$ cat config.mk
export PLATFORM = sky130hd
export DESIGN_NAME = xing_lame_gapless_header_parser
export DESIGN_NICKNAME = d
export VERILOG_FILES = /design/src/hw/rtl/xlgp_pkg.sv /design/src/hw/rtl/xlgp_parse.sv /design/src/hw/rtl/xing_lame_gapless_header_parser.sv
export SDC_FILE = /design/constraint.sdc
export NUM_CORES = 1
export LEC_CHECK = 0
export BUFFER_PORTS_ARGS = -buffer_cell sky130_fd_sc_hd__clkbuf_2
export CAP_MARGIN = 40
export CORE_MARGIN = 8
export CORE_UTILIZATION = 30
export DETAILED_ROUTE_END_ITERATION = 6
export PLACE_DENSITY = 0.49
export SYNTH_ARGS = -nofsm -noshare
export SYNTH_HDL_FRONTEND = slang
export SYNTH_SLANG_ARGS = --single-unit
$ cat constraint.sdc
create_clock -name clk -period 12.3 [get_ports clk]
set_input_delay 2.46 -clock clk [delete_from_list [all_inputs] [get_ports clk]]
set_output_delay 2.46 -clock clk [all_outputs]
set_load 0.1 [all_outputs]
$ cat src/hw/rtl/xlgp_pkg.sv
// Shared types and constants for the Xing/LAME gapless header parser.
package xlgp_pkg;

  localparam int unsigned ValueW = 12;
  localparam int unsigned DelayW = 13;
  localparam int unsigned OutDataW = 32;

  // Default decoder latency in samples.
  localparam logic [ValueW-1:0] DecoderDelayReset = 12'd529;

  // Parse status after the current byte has been taken.
  typedef struct packed {
    logic              xing_found;
    logic              lame_found;
    logic [ValueW-1:0] lame_delay;
    logic [ValueW-1:0] lame_padding;
  } parse_status_t;

endpackage

$ cat src/hw/rtl/xlgp_parse.sv
// Byte-serial phase tracker that walks the Xing/Info header into the LAME block.
module xlgp_parse (
  input  logic                   clk,
  input  logic                   rst,
  input  logic                   take,
  input  logic [7:0]             data_byte,
  input  logic                   last_byte,
  output xlgp_pkg::parse_status_t status_next
);

  localparam logic [3:0] PH_MAGIC      = 4'd0;
  localparam logic [3:0] PH_FLAGS      = 4'd1;
  localparam logic [3:0] PH_FRAMES     = 4'd2;
  localparam logic [3:0] PH_BYTES      = 4'd3;
  localparam logic [3:0] PH_TOC        = 4'd4;
  localparam logic [3:0] PH_SCALE      = 4'd5;
  localparam logic [3:0] PH_LAME_MAGIC = 4'd6;
  localparam logic [3:0] PH_LAME_SKIP  = 4'd7;
  localparam logic [3:0] PH_LAME_BLOCK = 4'd8;
  localparam logic [3:0] PH_DONE       = 4'd9;

  localparam logic [31:0] TAG_XING = 32'h5869_6E67;
  localparam logic [31:0] TAG_INFO = 32'h496E_666F;
  localparam logic [31:0] TAG_LAME = 32'h4C41_4D45;

  function automatic logic [6:0] phase_len(input logic [3:0] ph);
    logic [6:0] len;
    case (ph)
      PH_TOC:        len = 7'd100;
      PH_LAME_SKIP:  len = 7'd5;
      PH_LAME_BLOCK: len = 7'd15;
      default:       len = 7'd4;
    endcase
    return len;
  endfunction

  // First optional field after ph whose flag is set, else the LAME magic.
  function automatic logic [3:0] next_optional(input logic [3:0] ph, input logic [3:0] flags);
    logic [3:0] nxt;
    logic [3:0] cand;
    nxt = PH_LAME_MAGIC;
    for (int i = 3; i >= 0; i--) begin
      cand = PH_FRAMES + 4'(i);
      if (flags[i] && (cand > ph)) begin
        nxt = cand;
      end
    end
    return nxt;
  endfunction

  logic [3:0]  phase;
  logic [6:0]  offset;
  logic [31:0] shift;
  logic [3:0]  flags;
  logic [xlgp_pkg::ValueW-1:0] lame_delay;
  logic [xlgp_pkg::ValueW-1:0] lame_padding;
  logic        xing_found;
  logic        lame_found;

  logic [3:0]  phase_next;
  logic [6:0]  offset_next;
  logic [31:0] shift_next;
  logic [3:0]  flags_next;
  logic [6:0]  offset_inc;

  always_comb begin
    phase_next  = phase;
    offset_next = offset;
    shift_next  = shift;
    flags_next  = flags;
    status_next = '{xing_found: xing_found, lame_found: lame_found,
                    lame_delay: lame_delay, lame_padding: lame_padding};
    offset_inc  = offset + 7'd1;
    if (phase < PH_DONE) begin
      shift_next  = {shift[23:0], data_byte};
      offset_next = offset_inc;
      if (offset_inc >= phase_len(phase)) begin
        offset_next = '0;
        case (phase)
          PH_MAGIC: begin
            if (shift_next == TAG_XING || shift_next == TAG_INFO) begin
              status_next.xing_found = 1'b1;
              phase_next = PH_FLAGS;
            end else begin
              phase_next = PH_DONE;
            end
          end
          PH_FLAGS: begin
            flags_next = shift_next[3:0];
            phase_next = next_optional(PH_FLAGS, shift_next[3:0]);
          end
          PH_FRAMES, PH_BYTES, PH_TOC, PH_SCALE: begin
            phase_next = next_optional(phase, flags);
          end
          PH_LAME_MAGIC: begin
            phase_next = (shift_next == TAG_LAME) ? PH_LAME_SKIP : PH_DONE;
          end
          PH_LAME_SKIP: begin
            phase_next = PH_LAME_BLOCK;
          end
          PH_LAME_BLOCK: begin
            status_next.lame_delay   = shift_next[23:12];
            status_next.lame_padding = shift_next[11:0];
            status_next.lame_found   = 1'b1;
            phase_next = PH_DONE;
          end
          default: begin
            phase_next = PH_DONE;
          end
        endcase
      end
    end
  end

  always_ff @(posedge clk) begin
    if (rst || (take && last_byte)) begin
      phase        <= PH_MAGIC;
      offset       <= '0;
      shift        <= '0;
      flags        <= '0;
      lame_delay   <= '0;
      lame_padding <= '0;
      xing_found   <= 1'b0;
      lame_found   <= 1'b0;
    end else if (take) begin
      phase        <= phase_next;
      offset       <= offset_next;
      shift        <= shift_next;
      flags        <= flags_next;
      lame_delay   <= status_next.lame_delay;
      lame_padding <= status_next.lame_padding;
      xing_found   <= status_next.xing_found;
      lame_found   <= status_next.lame_found;
    end
  end

endmodule

$ cat src/hw/rtl/xing_lame_gapless_header_parser.sv
// Top level: Xing/Info + LAME gapless header parser with output register.
//
// Usage:
//   s_* channel takes the ancillary bytes of the first MP3 frame, one byte per
//   request; s_tlast marks the final byte. Only that final byte produces a
//   result on the m_* channel: found flags, total delay and trailing padding.
//   cfg_* writes the 12-bit decoder delay (reset 529); it may be written only
//   while no frame is in progress and no result is pending.
// Timing:
//   One byte per cycle sustained unless a pending result stalls the input. The
//   result of the last byte shows on m_* in the cycle after it is accepted
//   (one output register). The byte-phase tracker and the final add/subtract
//   sit between the input handshake and that register.
// Reset (rst, synchronous): parser returns to the magic phase, output empty,
//   decoder delay back to 529. After each final byte the parser restarts.
// Stall: while a result waits and m_tready is low, s_tready drops; a result
//   being taken in the same cycle frees the register for the next request.
module xing_lame_gapless_header_parser (
  input  logic                            clk,
  input  logic                            rst,
  input  logic                            s_tvalid,
  output logic                            s_tready,
  input  logic [7:0]                      s_tdata,  // [7:0] data_byte
  input  logic                            s_tlast,  // last_byte
  output logic                            m_tvalid,
  input  logic                            m_tready,
  // [0] xing_found, [1] lame_found, [14:2] total_delay,
  // [26:15] trailing_padding, [31:27] zero
  output logic [xlgp_pkg::OutDataW-1:0]   m_tdata,
  input  logic                            cfg_valid,
  output logic                            cfg_ready,
  input  logic [xlgp_pkg::ValueW-1:0]     cfg_data
);

  logic [xlgp_pkg::ValueW-1:0] decoder_delay;
  xlgp_pkg::parse_status_t     status_next;
  logic                        take;
  logic [xlgp_pkg::DelayW-1:0] delay_sum;
  logic [xlgp_pkg::ValueW-1:0] pad_diff;
  logic [xlgp_pkg::OutDataW-1:0] result;

  assign cfg_ready = 1'b1;
  assign s_tready  = !m_tvalid || m_tready;
  assign take      = s_tvalid && s_tready;

  always_ff @(posedge clk) begin
    if (rst) begin
      decoder_delay <= xlgp_pkg::DecoderDelayReset;
    end else if (cfg_valid && cfg_ready) begin
      decoder_delay <= cfg_data;
    end
  end

  xlgp_parse u_parse (
    .clk         (clk),
    .rst         (rst),
    .take        (take),
    .data_byte   (s_tdata),
    .last_byte   (s_tlast),
    .status_next (status_next)
  );

  always_comb begin
    delay_sum = {1'b0, decoder_delay};
    pad_diff  = '0;
    if (status_next.lame_found) begin
      delay_sum = {1'b0, decoder_delay} + {1'b0, status_next.lame_delay};
      if (status_next.lame_padding > decoder_delay) begin
        pad_diff = status_next.lame_padding - decoder_delay;
      end
    end
    result = {5'd0, pad_diff, delay_sum, status_next.lame_found, status_next.xing_found};
  end

  always_ff @(posedge clk) begin
    if (rst) begin
      m_tvalid <= 1'b0;
    end else if (take && s_tlast) begin
      m_tvalid <= 1'b1;
    end else if (m_tready) begin
      m_tvalid <= 1'b0;
    end
  end

  always_ff @(posedge clk) begin
    if (take && s_tlast) begin
      m_tdata <= result;
    end
  end

`ifndef SYNTHESIS
  a_last_gives_result: assert property (@(posedge clk) disable iff (rst)
    s_tvalid && s_tready && s_tlast |=> m_tvalid)
    else $error("final byte did not produce a result");

  a_ready_when_empty: assert property (@(posedge clk) disable iff (rst)
    !m_tvalid |-> s_tready)
    else $error("input stalled with empty output register");

  a_no_lame_no_pad: assert property (@(posedge clk) disable iff (rst)
    m_tvalid && !m_tdata[1] |-> m_tdata[26:15] == '0)
    else $error("padding reported without LAME block");

  a_lame_needs_xing: assert property (@(posedge clk) disable iff (rst)
    m_tvalid && m_tdata[1] |-> m_tdata[0])
    else $error("LAME found without Xing/Info magic");
`endif

endmodule

After elaboration in Yosys (flattened, before gate mapping) --
Index checks and enable logic that the tools add are counted.
Cells by class: add/subtract/negate cells 3, $lt $le $gt $ge 7, equal/unequal tests 11, muxes and demuxes 22, reductions and logical operators 17
Operator list (count):
- 32-bit by 31-bit equality test with 1-bit output, second input constant | 3
- 26-bit two-way mux | 2
- 25-bit two-way mux | 1
- 7-bit case mux with 3 select lines | 1
- 4-bit case mux with 5 select lines | 1
- 4-bit by 3-bit equality test with 1-bit output, second input constant | 4
- 7-bit two-way mux | 2
- 12-bit by 12-bit adder with 13-bit output | 1
- 12-bit > comparator | 1
- 12-bit two-way mux | 1
- 3-bit two-way mux | 4
- 12-bit subtractor | 1
- 4-bit by 2-bit equality test with 1-bit output, second input constant | 2
- 2-bit by 4-bit > comparator with 1-bit output, first input constant | 2
- 3-bit by 4-bit > comparator with 1-bit output, first input constant | 2
- 2-bit two-way mux | 4
- 4-bit two-way mux | 2
- 7-bit by 1-bit adder with 7-bit output, second input constant | 1
- 7-bit greater-or-equal comparator | 1
- 1-bit logical AND | 6
- 4-bit by 1-bit equality test with 1-bit output, second input constant | 1
- 4-bit equality test, second input constant | 1
- 4-bit logical NOT | 1
- 4-bit less-than comparator, second input constant | 1
- 8 further kinds | 14
Word-level totals: register bits after elaboration 105, bits of input ports 26, output and inout port bits 35, logic and storage cells 73

Logic depth before layout (Yosys ltp) --
depth in word-level cells 8, mapped depth 23, depth with buffers taken out 19

By module --
A second synthesis with hierarchy kept.
Unflattened totals: cells, all modules 673, area total of the unflattened synthesis 5970.7 um2
Modules (own cells, without submodules):
- xlgp_parse | times used 1, cells each 400, area an instance 3243.1 um2, seq. area each 1281.2 um2
- xing_lame_gapless_header_parser | times used 1, cells each 273, area an instance 2727.6 um2, seq. area each 1071.0 um2

Least setup slack after synthesis --
Ideal clock, no wire load.
path type input-to-output, from in m_tready, to out s_tready, arrival 3.279 ns, data required time 9.840 ns, path slack 6.561 ns, stages on the path 1, buffers on the path 0, path through nand2b_1
On the way: cells in the longest elaborated chain, start to end 1
RTL lines:
- start, declared | RTL line xing_lame_gapless_header_parser.sv:26 | input logic m_tready,
- 1-bit logical OR | RTL line xing_lame_gapless_header_parser.sv:43 | assign s_tready = !m_tvalid || m_tready;
- end, declared | RTL line xing_lame_gapless_header_parser.sv:22 | output logic s_tready,
No other way between the ends.

Worst setup path in the final report --
Same ends and word-level chain as after synthesis.

==> impl_metrics.tcl <==
set metrics [dict create \
    status "complete, no violations" \
    cp-start-kind "input port" \
    core-area_um2 19270 \
    max-clock-path-buffers 2 \
    p_sw_uw 214.1 \
    hold_ws_ns 0.4555 \
    grt_max_degree 59 \
    cts_buffers 9 \
    relSlewSlack 0.4671 \
    critPathArrivalTime_ns 3.20 \
    clock_latency_ns 0.36 \
    fin_crit_sh 0.4603 \
    fmax_mhz 176.6 \
    hold_path_startpoint "u_parse.lame_delay[2]$_SDFFE_PP0P_" \
    num_rows 51 \
    worstReg2RegEnd "m_tdata[24]$_SDFFCE_PN0P_" \
    synth-edff-count 27 \
    totalWireLength_mm 15.33 \
    reg2reg_depth 18 \
    yosys_warnings 0 \
    grt_pass1_wl_mm 24.52 \
    cts_resized 0 \
    cts_root_buf "clkbuf_16" \
    period_needed_ns 5.662 \
    cpPeakStageDelay_ns 0.49 \
    cts_tree "yes" \
    clk_pin_slew_ns 0.07 \
    path_buf_inv 2 \
    num_vias 4752 \
    p_leak_nw 2.654 \
    cp_slowest_cell "clkbuf_2" \
    final_cells 979 \
    pwr-share-clk 0.392 \
    rrSetupSlack_ns 7.06 \
    grt_usage 0.1285 \
    wl_per_cell_um 15.66 \
    p_per_area_nw_per_um2 116.3 \
    grt_pass1_vias 4553 \
    critPathRequiredTime_ns 9.84 \
    fp.dieH_um 155.7 \
    dp_hpwl_mm 11.36 \
    setup_viol 0 \
    synth_cell_type_count 59 \
    setup-tns-final_ns 0 \
    p_comb_frac 0.128 \
    cts.sinks 105 \
    p_seq_frac 0.480 \
    postCtsSetupBuffers 0 \
    place_congestion 0.8509 \
    die_w_um 155.7 \
    synthFlopType "dfxtp_1" \
    placedCellCount 963 \
    synthCells 678 \
    start_util 0.3036 \
    drv_cap 0 \
    synth-seq-area-share 0.4055 \
    path_cells "clkbuf_2 > nand2b_1 > clkbuf_2" \
    avgSynthCellArea_um2 8.629 \
    path_class "in2out" \
    finish.instance_area_um2 6631 \
    synth.cell_area_um2 5851 \
    htreeDepth 3 \
    first_iter_violations 220 \
    hold-path-endpoint "u_parse.lame_delay[2]$_SDFFE_PP0P_" \
    end_kind "output port" \
    worst_pin_slew_ns 0.7993 \
    drive_above_1_share 0.1485 \
    io_buffer_count 54 \
    p_int_uw 557.3 \
    syn_to_final_growth_pct 13.34 \
    cp_common_cell "clkbuf_2" \
    io_pins 61 \
    num_antenna_cells 0 \
    fin_skew_ns 0.01124 \
    final_net_count 767 \
    dieArea_um2 24230 \
    min_path_type "reg2reg" \
    synth.ff_latch_count 105 \
    dr.pass1.iters 4 \
    switching_share 0.2776 \
    ant_nets 0 \
    slew_violations 0 \
    hold_viol 0 \
    async_reset_ff_frac 0 \
    place_area_um2 6324 \
    fillers 2015 \
    rr_startpoint "u_parse.offset[0]$_SDFFE_PP0P_" \
    holdPathStages 2 \
    path_max_fanout 5 \
    final_common_cell "nand2_1" \
    max-vdd-ir-drop_mv 0.06110 \
    cpLargestDelayFamily "buffers and inverters" \
    ctsHoldBuffers 0 \
    drc_errors 0 \
    final_cell_mix "nand2_1, dfxtp_1, a21oi_1, o21ai_0, clkbuf_2" \
    grt_overflow 0 \
    rsz0062_at_grt "no" \
    grt_antenna_before_repair 0 \
    viasPerCell 4.854 \
]
kinds of logic (layout without fill, tap and decap cells):
| group | after synthesis | count (layout) | synth area share |
|---|---|---|---|
| AOI/OAI and AO/OA | 172 | 172 | 0.1779 |
| xor gates and xnor gates | 18 | 18 | 0.02695 |
| adders and majority gates | 32 | 32 | 0.07100 |
| buffers and inverters | 70 | 102 | 0.05432 |
| DFF | 105 | 105 | 0.4055 |
| muxes | 38 | 38 | 0.06993 |
| other | 2 | 6 | 0.001284 |
| and+or+nand+nor | 241 | 241 | 0.1931 |
flip-flops by register name, summed over array words and instances, names as in the netlist:
name                  count
u_parse.shift            24
m_tdata                  27
u_parse.phase             4
decoder_delay            12
u_parse.flags             4
u_parse.lame_found        1
u_parse.lame_delay       12
m_tvalid                  1
u_parse.offset            7
u_parse.lame_padding     12
u_parse.xing_found        1
worst max-delay path by stage:
stage,from,to,cells after the start
global placement,m_tready,s_tready,3
finish,m_tready,s_tready,3
detailed placement,m_tready,s_tready,3
floorplan,m_tready,s_tready,1
CTS,m_tready,s_tready,3
global route,m_tready,s_tready,3
through the flow:
| stage | util | worst slack [ns] | total power, mW |
|---|---|---|---|
| 2_1_floorplan | - | 6.561 | 0.4530 |
| 3_5_place_dp | 0.3281 | 6.648 | 0.4780 |
| 5_1_grt | 0.3441 | 6.613 | 0.8046 |
| 6_report | 0.3441 | 6.638 | 0.7714 |
| 4_1_cts | 0.3441 | 6.646 | 0.7812 |
| 3_3_place_gp | 0.3267 | 6.653 | 0.4754 |
metal layers:
metal,vias up,GRT usage,wire length [um]
met5,-,0,0
met4,0,0.03882,294
met3,16,0.03740,826
met2,92,0.2056,6965
met1,2181,0.1642,7248
li1,2463,-,-
layout make-up:
class / count / area (um^2) / share of cell area
repair buffers: 61 / 342.8 / 0.05170
inverters: 25 / 93.84 / 0.01415
multi-input cells: 507 / 3183 / 0.4800
clock buffers: 12 / 257.7 / 0.03887
clock inverters: 4 / 50.05 / 0.007547
flip-flops and latches: 105 / 2372 / 0.3577
well taps: 265 / 331.6 / 0.05000
Yosys cell counts, drive strengths merged (3+ instances only):
library cell    n  area share
nand2         100       0.065
dfxtp          78        0.27
a21oi          59       0.052
o21ai          59       0.050
nor2           44       0.028
nand3          37       0.032
ha             30       0.064
edfxtp         27        0.14
clkbuf         25       0.016
inv            25       0.016
mux2           23       0.044
buf            20       0.022
mux2i          15       0.026
xnor2          11       0.016
a21o            9       0.012
nor2b           9      0.0096
nor3            9      0.0077
nand2b          8      0.0086
o21a            7      0.0090
xor2            7       0.010
a211oi          6      0.0086
nand4           6      0.0064
nor4b           6      0.0090
a31oi           5      0.0053
nor4            5      0.0053
and2            4      0.0043
o21bai          4      0.0051
o31a            4      0.0060
a2bb2oi         3      0.0045
nand4b          3      0.0045
or3             3      0.0032
power by group through the flow:
stage / Sequential (mW) / Clock [mW] / Combinational [mW]
2_1_floorplan: 0.402 / 0 / 0.0513
3_3_place_gp: 0.378 / 0 / 0.0974
3_5_place_dp: 0.378 / 0 / 0.0997
4_1_cts: 0.370 / 0.311 / 0.100
5_1_grt: 0.372 / 0.326 / 0.107
6_report: 0.370 / 0.302 / 0.0988
worst reg2reg max path, cell delays in order, from the launching register on:
cell	delay, ns
dfxtp_1	0.41
ha_1	0.32
and3_1	0.21
nand3_1	0.09
xnor2_1	0.16
ha_1	0.30
o21ai_0	0.13
o221ai_2	0.67
nand2_4	0.42
mux2i_1	0.30
ha_1	0.20
inv_1	0.06
fa_1	0.41
a21o_1	0.20
a31oi_1	0.21
nor2b_1	0.10
o31ai_1	0.25
a211o_1	0.41
nor4_1	0.12
Note: power is estimated with default switching activity, not from simulation.
